--- src/design/dspm_pkg.sv ---
package dspm_pkg;

   localparam int MAX_ELEMENTS_DEFAULT = 32;

   localparam logic [7:0] CH_STAR = 8'h2A;
   localparam logic [7:0] CH_DOT  = 8'h2E;

   typedef enum logic [1:0] {
      CMD_APPEND = 2'd0,
      CMD_TEXT   = 2'd1,
      CMD_END    = 2'd2,
      CMD_CLEAR  = 2'd3
   } cmd_type;

endpackage

--- src/design/dspm_closure.sv ---
module dspm_closure
   import dspm_pkg::*;
#(
   parameter int N_ELEM = MAX_ELEMENTS_DEFAULT
) (
   input  logic [N_ELEM:0]   pos_set,
   input  logic [N_ELEM-1:0] star_flags,
   output logic [N_ELEM:0]   pos_closed
);

   localparam int NPOS = N_ELEM + 1;
   localparam int LV   = $clog2(NPOS);

   // parallel prefix: a position spreads forward across a run of starred elements
   logic [NPOS-1:0] s_lv [0:LV];
   logic [NPOS-1:0] l_lv [0:LV];

   assign s_lv[0] = pos_set;
   assign l_lv[0] = {star_flags, 1'b0};

   genvar k, j;
   generate
      for (k = 0; k < LV; k++) begin : g_level
         for (j = 0; j < NPOS; j++) begin : g_pos
            if (j >= (1 << k)) begin : g_span
               assign s_lv[k+1][j] = s_lv[k][j] | (l_lv[k][j] & s_lv[k][j-(1<<k)]);
               assign l_lv[k+1][j] = l_lv[k][j] & l_lv[k][j-(1<<k)];
            end else begin : g_head
               assign s_lv[k+1][j] = s_lv[k][j];
               assign l_lv[k+1][j] = 1'b0;
            end
         end
      end
   endgenerate

   assign pos_closed = s_lv[LV];

endmodule

--- src/design/dot_star_pattern_matcher.sv ---
// an accepted end-of-text request passes the request register, then the result register, on its way to rsp_valid
// throughput: one request per cycle, any mix of pattern, text, end and clear;
// an end request waits in the request register only while a result is still held
// the per-byte nfa step (prefix closure plus element compare) sits between
// the request register and the state / result registers
// reset (synchronous, active high) empties the pattern, clears overflow,
// arms the start position and drops any queued request and result
module dot_star_pattern_matcher
   import dspm_pkg::*;
#(
   parameter int MAX_ELEMENTS = MAX_ELEMENTS_DEFAULT
) (
   input  logic       clock,
   input  logic       reset,
   input  logic       req_valid,
   output logic       req_ready,
   input  logic [1:0] req_cmd,
   input  logic [7:0] req_ch,
   output logic       rsp_valid,
   input  logic       rsp_ready,
   output logic       rsp_matched,
   output logic       rsp_overflow
);

   localparam int NPOS = MAX_ELEMENTS + 1;
   localparam int CW   = $clog2(NPOS);
   localparam int IW   = (MAX_ELEMENTS > 1) ? $clog2(MAX_ELEMENTS) : 1;

   // request register
   logic      in_valid_ff, in_valid_in;
   cmd_type   in_cmd_ff;
   logic [7:0] in_ch_ff;

   // pattern and nfa state
   logic [7:0]              elem_byte_ff [0:MAX_ELEMENTS-1];
   logic [MAX_ELEMENTS-1:0] starred_ff, starred_in;
   logic [CW-1:0]           count_ff, count_in;
   logic [NPOS-1:0]         active_ff, active_in;
   logic                    ovf_ff, ovf_in;

   // result register
   logic rsp_valid_ff, rsp_valid_in;
   logic rsp_matched_ff, rsp_overflow_ff;

   logic advance;
   logic fire_end;
   logic req_fire;

   // an end request waits only if the result slot is held
   assign advance  = in_valid_ff && ((in_cmd_ff != CMD_END) || !rsp_valid_ff || rsp_ready);
   assign req_ready = !in_valid_ff || advance;
   assign req_fire = req_valid && req_ready;
   assign fire_end = advance && (in_cmd_ff == CMD_END);

   // closure of the stored active set
   logic [NPOS-1:0] closed;

   dspm_closure #(
      .N_ELEM (MAX_ELEMENTS)
   ) u_closure (
      .pos_set    (active_ff),
      .star_flags (starred_ff),
      .pos_closed (closed)
   );

   // element i is live when i < count; position j is reachable when j <= count
   logic [MAX_ELEMENTS-1:0] live;
   logic [NPOS-1:0]         upto_count;
   logic [MAX_ELEMENTS-1:0] hit;

   genvar i;
   generate
      for (i = 0; i < MAX_ELEMENTS; i++) begin : g_elem
         assign live[i] = CW'(i) < count_ff;
         assign hit[i]  = closed[i] && live[i] &&
                          ((elem_byte_ff[i] == CH_DOT) || (elem_byte_ff[i] == in_ch_ff));
      end
      for (i = 0; i < NPOS; i++) begin : g_pos
         assign upto_count[i] = CW'(i) <= count_ff;
      end
   endgenerate

   // starred element loops on itself, plain element moves one position on
   logic [NPOS-1:0] text_next;
   assign text_next = {1'b0, hit & starred_ff} | {hit & ~starred_ff, 1'b0};

   // append decode
   logic [CW-1:0] count_m1;
   logic [IW-1:0] last_idx;
   logic [IW-1:0] wr_idx;
   logic          star_hit;
   logic          store_full;
   logic          elem_wr;

   assign count_m1   = count_ff - CW'(1);
   assign last_idx   = count_m1[IW-1:0];
   assign wr_idx     = count_ff[IW-1:0];
   assign store_full = (count_ff == CW'(MAX_ELEMENTS));
   // a star with nothing to star is kept as a literal
   assign star_hit   = (in_ch_ff == CH_STAR) && (count_ff != '0) && !starred_ff[last_idx];
   assign elem_wr    = advance && (in_cmd_ff == CMD_APPEND) && !star_hit && !store_full;

   always_comb begin
      starred_in = starred_ff;
      count_in   = count_ff;
      active_in  = active_ff;
      ovf_in     = ovf_ff;
      if (advance) begin
         unique case (in_cmd_ff)
            CMD_APPEND: begin
               if (star_hit) begin
                  starred_in[last_idx] = 1'b1;
               end else if (!store_full) begin
                  starred_in[wr_idx] = 1'b0;
                  count_in           = count_ff + CW'(1);
               end else begin
                  ovf_in = 1'b1;
               end
               active_in = NPOS'(1);
            end
            CMD_TEXT: begin
               active_in = text_next;
            end
            CMD_END: begin
               active_in = NPOS'(1);
            end
            CMD_CLEAR: begin
               starred_in = '0;
               count_in   = '0;
               ovf_in     = 1'b0;
               active_in  = NPOS'(1);
            end
            default: begin
               active_in = active_ff;
            end
         endcase
      end
   end

   always_comb begin
      if (req_fire) begin
         in_valid_in = 1'b1;
      end else if (advance) begin
         in_valid_in = 1'b0;
      end else begin
         in_valid_in = in_valid_ff;
      end
   end

   assign rsp_valid_in = fire_end || (rsp_valid_ff && !rsp_ready);

   always_ff @(posedge clock) begin
      if (reset) begin
         in_valid_ff  <= 1'b0;
         starred_ff   <= '0;
         count_ff     <= '0;
         active_ff    <= NPOS'(1);
         ovf_ff       <= 1'b0;
         rsp_valid_ff <= 1'b0;
      end else begin
         in_valid_ff  <= in_valid_in;
         starred_ff   <= starred_in;
         count_ff     <= count_in;
         active_ff    <= active_in;
         ovf_ff       <= ovf_in;
         rsp_valid_ff <= rsp_valid_in;
      end
   end

   // payload registers, no reset needed
   always_ff @(posedge clock) begin
      if (req_fire) begin
         in_cmd_ff <= cmd_type'(req_cmd);
         in_ch_ff  <= req_ch;
      end
      if (elem_wr) begin
         elem_byte_ff[wr_idx] <= in_ch_ff;
      end
      if (fire_end) begin
         // end position reachable after closure, unless the pattern overflowed
         rsp_matched_ff  <= closed[count_ff] && !ovf_ff;
         rsp_overflow_ff <= ovf_ff;
      end
   end

   assign rsp_valid    = rsp_valid_ff;
   assign rsp_matched  = rsp_matched_ff;
   assign rsp_overflow = rsp_overflow_ff;

`ifndef SYNTHESIS
   // an overflowed pattern never reports a match
   a_ovf_no_match: assert property (@(posedge clock) disable iff (reset)
      rsp_valid |-> !(rsp_matched && rsp_overflow))
      else $error("match reported with overflow");

   // clear empties the pattern store
   a_clear_empties: assert property (@(posedge clock) disable iff (reset)
      (advance && (in_cmd_ff == CMD_CLEAR)) |=> ((count_ff == '0) && !ovf_ff))
      else $error("clear did not empty pattern");

   // no live position beyond the end of the pattern
   a_active_bounded: assert property (@(posedge clock) disable iff (reset)
      (active_ff & ~upto_count) == '0)
      else $error("active position beyond pattern end");

   // an end request produces a result in the next cycle
   a_end_gives_rsp: assert property (@(posedge clock) disable iff (reset)
      fire_end |=> rsp_valid)
      else $error("end request without result");
`endif

endmodule

--- config.mk ---
export PLATFORM = sky130hd
export DESIGN_NAME = dot_star_pattern_matcher
export DESIGN_NICKNAME = d
export VERILOG_FILES = /design/src/design/dspm_pkg.sv /design/src/design/dspm_closure.sv /design/src/design/dot_star_pattern_matcher.sv
export SDC_FILE = /design/constraint.sdc
export NUM_CORES = 1
export LEC_CHECK = 0
export BUFFER_PORTS_ARGS = -buffer_cell sky130_fd_sc_hd__buf_4
export CORE_MARGIN = 3
export CORE_UTILIZATION = 55
export CTS_CLUSTER_DIAMETER = 50
export CTS_CLUSTER_SIZE = 12
export DETAILED_ROUTE_END_ITERATION = 6
export PLACE_DENSITY = 0.71
export SETUP_SLACK_MARGIN = 0.4
export SYNTH_ARGS = -nofsm -noshare
export SYNTH_HDL_FRONTEND = slang
export SYNTH_SLANG_ARGS = --single-unit
--- constraint.sdc ---
create_clock -name clock -period 4.58 [get_ports clock]
set_clock_uncertainty 0.05 [all_clocks]
set_input_delay 0.229 -clock clock [delete_from_list [all_inputs] [get_ports clock]]
set_output_delay 0.229 -clock clock [all_outputs]
set_load 0.01 [all_outputs]
Yosys cells after proc, flatten, opt, wreduce, memory -nomap -nowiden

Memory sizes are Yosys's and may differ from the RTL's.
Cells that the tools add are included.

Input port bits: 14
RAM bits: 256
Output and inout bits: 4
Memories: 1
Register bits: 86

Reductions and logical operators: 127
$lt $le $gt $ge: 37
Bitwise gates (word level): 380
Multiplexer cells: 22
$add $sub $neg: 2
Equality and inequality tests: 74

Memories:

| name         | depth | bits a word | read ports | clocked after Yosys merged registers in | write ports | line                           | RTL |
|---|---|---|---|---|---|---|---|
| elem_byte_ff | 32    | 8           | 32         | 0                                       | 1           | dot_star_pattern_matcher.sv:35 | `logic [7:0] elem_byte_ff [0:MAX_ELEMENTS-1];` |

Operators by type and width:

| kind                                                               | number |
|---|---|
| == test 8 x 6 -> 1 bit (second input constant)                     | 33 |
| == test 8 bit                                                      | 32 |
| AND 1 bit                                                          | 238 |
| OR 1 bit                                                           | 135 |
| AND 32 bit                                                         | 3 |
| < comparator 5 x 6 -> 1 bit (first input constant)                 | 16 |
| logical AND 1 bit                                                  | 76 |
| one-hot mux 33 bit (2 select lines)                                | 1 |
| 2-to-1 mux 32 bit                                                  | 2 |
| inverter 32 bit                                                    | 2 |
| one-hot mux 32 bit (2 select lines)                                | 1 |
| < comparator 4 x 6 -> 1 bit (first input constant)                 | 8 |
| logical OR 1 bit                                                   | 36 |
| OR 32 x 33 -> 33 bit                                               | 1 |
| OR 32 bit                                                          | 1 |
| < comparator 3 x 6 -> 1 bit (first input constant)                 | 4 |
| < comparator 1 x 6 -> 1 bit (first input constant)                 | 2 |
| < comparator 2 x 6 -> 1 bit (first input constant)                 | 2 |
| < comparator 5 x 6 -> 1 bit (second input constant)                | 2 |
| 2-to-1 mux 6 bit                                                   | 2 |
| one-hot mux 6 bit (2 select lines)                                 | 1 |
| demux 1 bit (select 5 bit)                                         | 2 |
| greater-or-equal comparator 5 x 1 -> 1 bit (second input constant) | 2 |
| 2-to-1 mux 1 bit                                                   | 10 |
| other kinds (18)                                                   | 30 |

Logic depth before layout (Yosys ltp)

Word-level depth: 15
Gate-level depth with buffers: 14
Mapped depth without buffers: 10

By module

From an unflattened synthesis, not the netlist that was laid out.

Cells, all modules: 1509
Area, all modules: 17391.7 sq um

By module, submodules not included:

| module                   | times used | area each (sq um) | cells an instance |
|---|---|---|---|
| dot_star_pattern_matcher | 1          | 16839.9           | 1426 |
| dspm_closure             | 1          | 551.8             | 83 |

Least setup slack after synthesis

Ideal clock, no wire load.

Path kind: flip-flop to flip-flop
From: reg count_ff[0]
To: mem elem_byte_ff[7][0] (enable)
Buffers on the path: 3
Stages on the path, launching flop included: 13
Clock period less this slack: 4.145 ns
Setup time: 0.395 ns
Arrival time: 3.701 ns
Slack: 0.435 ns
Data required time: 4.135 ns
Cell sequence: dfxtp_1 > buf_2 > buf_4 > clkinv_1 > ha_1 > buf_2 > mux4_2 > mux2i_1 > mux2i_1 > a211oi_1 > nor2_4 > nand4_1 > nor4_1

Cells in the longest elaborated chain, start to end: 10
Elaborated cells between the ends (all ways): 14

RTL lines:

| what                                   | line                            | RTL |
|---|---|---|
| start, declared                        | dot_star_pattern_matcher.sv:37  | `logic [CW-1:0] count_ff, count_in;` |
| start signal, assigned                 | dot_star_pattern_matcher.sv:163 | `count_ff <= count_in;` |
| subtractor 5 x 1 -> 5 bit              | dot_star_pattern_matcher.sv:95  | `assign count_m1 = count_ff - CW'(1);` |
| binary-select mux 1 bit (select 5 bit) | dot_star_pattern_matcher.sv:100 | `assign star_hit = (in_ch_ff == CH_STAR) && (count_ff != '0) && !starred_ff[last_idx];` |
| 2-to-1 mux 1 bit (not written as such) | dot_star_pattern_matcher.sv:100 |  |
| zero test 1 bit                        | dot_star_pattern_matcher.sv:100 |  |
| logical AND 1 bit                      | dot_star_pattern_matcher.sv:100 |  |
| zero test 1 bit                        | dot_star_pattern_matcher.sv:101 | `assign elem_wr = advance && (in_cmd_ff == CMD_APPEND) && !star_hit && !store_full;` |
| logical AND 1 bit (2 in a row)         | dot_star_pattern_matcher.sv:101 |  |
| 2-to-1 mux 1 bit                       | dot_star_pattern_matcher.sv:176 | `if (elem_wr) begin` |
| 2-to-1 mux 1 bit (not written as such) | dot_star_pattern_matcher.sv:177 | `elem_byte_ff[wr_idx] <= in_ch_ff;` |
| end, declared                          | dot_star_pattern_matcher.sv:35  |  |

Parallel ways exist; a longest one is shown, timed or not. The select of a mux whose other input is x is not followed.

Worst setup path after layout

From: reg count_ff[0]
To: mem elem_byte_ff[25][3] (enable)

The elaborated chain is that of the path after synthesis.

==> metrics.md <==
| Metric | Value |
|---|---|
| Async SR Flop Fraction | `0%` |
| Layout Nets | `1616` |
| Sw Pwr | `roughly 0.0015 W` |
| Starting density of the core | `56.4%` |
| Cell with the most instances after synthesis | `edfxtp_1` |
| Final-report setup violation count | `0` |
| CP endpoint kind | `register` |
| Slowest cell on crit path | `nor2_1` |
| Mapped Area | `0.0175 mm^2` |
| Routed vias/inst | `6.46` |
| Power density cells | `348 mW/mm^2` |
| TritonCTS clock tree | `done` |
| Die height | `184 um` |
| Max-cap viol count | `0` |
| Least-Margin Pin Slew | `1.09 ns` |
| WP data required | `4.68 ns` |
| Antenna Nets Post-Route | `0` |
| Htree depth | `2` |
| Inst Count DP | `1937` |
| Run status | `complete, no violations` |
| Share of cells above drive strength 1 | `8.74%` |
| Final wirelength | `47000 um` |
| First-pass GRT wire length | `73300 um` |
| RSZ-0062 raised after global routing | `true` |
| Combinational share of power | `under 10%` |
| Clk root buf | `clkbuf_16` |
| Warnings from Yosys | `0` |
| Vias in the first global route | `12900` |
| Port Buffer Count | `17` |
| Net Count, Synth | `~1600` |
| CP top delay family | `simple AND/OR/NAND/NOR gates` |
| Max_slew headroom | `27.2%` |
| Highest clock rate | `about 240 MHz` |
| Ports | `18` |
| Unique cell type count in the Yosys netlist | `76` |
| Grt total ovfl | `0` |
| EDFF count, synth | `268` |
| Critical path cell sequence | `clkinv_1 > ha_1 > mux4_2 > mux2i_1 > mux2i_1 > a211oi_1 > nor2_4 > and4_1 > nand2_1 > nor2_1` |
| Initial antenna violation count | `0` |
| Power Internal | `approximately 0.0053 W` |
| WP data arrival | `4.32 ns` |
| Yosys top cell by area | `edfxtp_1` |
| First drt pass iteration count | `7` |
| Yosys reg bits | `342` |
| Final hold violation count | `0` |
| Clock power frac | `45.2%` |
| RD Place Congestion | `1.07` |
| Routed via count | `13000` |
| Syn Inst Count | `between 1500 and 2000` |
| Setup TNS | `0 ns` |
| Lkg Pwr | `6.10 nW` |
| Mean Syn Cell Area | `11.1 um^2` |
| Max FO, Critical Path | `9` |
| GRT Util Overall | `between 20% and 30%` |
| Most frequent cells after synthesis | `edfxtp_1 (268), xnor2_1 (130), xor2_1 (128)` |
| Slew Viols, Final | `0` |
| Post-DP HPWL | `31000 um` |
| Startpoint Class | `register` |
| Top FF cell, synth | `edfxtp_1` |
| Clock-pin transition on the worst setup and hold timing paths | `approximately 0.060 ns` |
| Diode count | `0` |
| Post-synthesis sequential area ratio | `54.5%` |
| Synth area leaders | `edfxtp_1 (46%), dfxtp_1 (8.5%), xnor2_1 (6.5%), xor2_1 (6.4%), a21oi_1 (2.9%)` |
| Core area | `0.0310 mm^2` |
| Detailed Route Iter0 Violations | `1602` |
| Min Hold Slack | `0.0371 ns` |
| CTS max path bufs | `3` |
| Synth top area share | `46.0%` |
| Switching Share | `21.3%` |
| Slowest cell delay on critical path | `0.73 ns` |
| Die width | `184 um` |
| Area Overhead vs Synth | `11.5%` |
| Sequential power share | `between 40% and 50%` |
| Wire per inst | `23.3 um` |
| CTS buffer count | `40` |
| Period minus WS final | `4.22 ns` |
| CP Class | `reg -> reg` |
| Die ar. | `0.0340 mm^2` |
| Layout Cells excl Fill | `slightly above 2000` |
| Row cnt | `64` |
| DRC Markers | `0` |
| Largest net degree at the start of global routing | `65` |
| CP most frequent cell | `mux2i_1` |
| Peak VDD IR | `0.391 mV` |
| Hold crit path type | `in -> reg` |
| Clock Latency Late Sink | `0.53 ns` |
| Fin crit share | `92.2%` |
| CP Buf/Inv Count | `1` |
| Clock sink count | `about 340` |
-- tightest hold or removal path, delay by kind of cell --
family	cells	cell delay [ns]
simple gates	2	0.18
buf+inv	1	0.08
compound gates	1	0.07
-- area by class of cell --
| class | instances | area, um^2 |
|---|---|---|
| inverters | 45 | 169 |
| fillers | 2452 | 11500 |
| clock buffers | 61 | 1150 |
| clock inverters | 11 | 131 |
| well taps | 396 | 495 |
| repair buffers | 65 | 541 |
| flip-flops and latches | 342 | 9530 |
| multi-input cells | 1100 | 7480 |
-- kinds of logic after synthesis --
group	Yosys count	share of synthesized area, %
flip-flops	342	54.5
adder cells (fa/ha/maj)	8	0.572
buffers and inverters	127	2.85
AND/OR/NAND/NOR	458	14.3
AO/OA/AOI/OAI	360	13.3
multiplexers	14	1.37
XOR/XNOR	260	13.2
-- power groups by stage --
| stage | sequential (W) | combinational, W | clock [W] |
|---|---|---|---|
| final | 0.00336 | 0.000360 | 0.00307 |
| after global routing | 0.00336 | 0.000389 | 0.00326 |
| after detailed placement | 0.00343 | 0.000349 | 0 |
| after global placement | 0.00343 | 0.000342 | 0 |
| after CTS | 0.00336 | 0.000359 | 0.00312 |
| after floorplan | 0.00344 | 0.000223 | 0 |
-- per-layer routing --
layer	vias to the layer above	GRT usage, %	part of all wire [%]
li1	5934	-	-
met1	6305	37.4	41
met2	634	43.2	45
met3	171	6.79	9.6
met4	0	11.4	4.4
met5	-	0	0
-- path summary, 6_finish.rpt --
| kind | start | slack, ns | cells past startpoint | to |
|---|---|---|---|---|
| max | count_ff[0] | 0.36 | 10 | elem_byte_ff[25][3] |
| min | rsp_ready | 0.04 | 4 | in_valid_ff |
| max reg2reg | count_ff[0] | 0.36 | 10 | elem_byte_ff[25][3] |
| min reg2reg | active_ff[22] | 0.43 | 2 | active_ff[22] |
-- registers in the layout, indices dropped and copies added (netlist names), 2 cells and up --
signal,cells
active_ff,33
count_ff,6
elem_byte_ff,256
in_ch_ff,8
in_cmd_ff,2
starred_ff,32
-- what timing repair did --
item,in CTS,in global routing
setup endpoints to repair,0,112
resized for setup,0,6
hold endpoints to repair,11,0
buffers inserted,0,0
hold buffers,11,0
-- per-stage QoR --
step | utilization [%] | power [W] | instance area, um^2 | setup slack [ns]
2_1_floorplan | - | 0.00366 | 17500 | 0.435
3_3_place_gp | 58.4 | 0.00377 | 18100 | 0.651
3_5_place_dp | 58.4 | 0.00378 | 18100 | 0.499
4_1_cts | 62.9 | 0.00684 | 19500 | 0.498
5_1_grt | 62.9 | 0.00701 | 19500 | 0.284
6_report | 62.9 | 0.00679 | 19500 | 0.359
-- layout by cell type (no fill, tap or decap), types with 6 or more instances in the layout --
cell type,synthesis,routed
a211oi_1,7,7
a21o_1,10,10
a21oi_1,101,101
a22o_1,11,11
a22oi_1,19,19
a31oi_1,10,10
buf_4,2,52
clkbuf_1,52,17
clkbuf_16,0,43
dfxtp_1,74,74
dlygate4sd3_1,0,11
edfxtp_1,268,268
ha_1,8,8
inv_1,42,42
mux2i_1,6,6
mux4_2,8,8
nand2_1,97,97
nand2b_1,20,20
nand3_1,25,25
nand4_1,60,60
nand4b_1,16,16
nor2_1,87,81
nor2_2,0,6
nor2b_1,17,17
nor3_1,30,30
nor4_1,56,56
nor4b_1,18,18
o2111ai_1,6,6
o211ai_1,25,25
o21a_1,6,6
o21ai_0,77,77
o21bai_1,6,6
o22ai_1,16,16
o2bb2ai_1,8,8
o31ai_1,14,14
o32ai_1,6,6
xnor2_1,130,130
xor2_1,128,128
No activity file was read; power rests on OpenSTA's default activity.
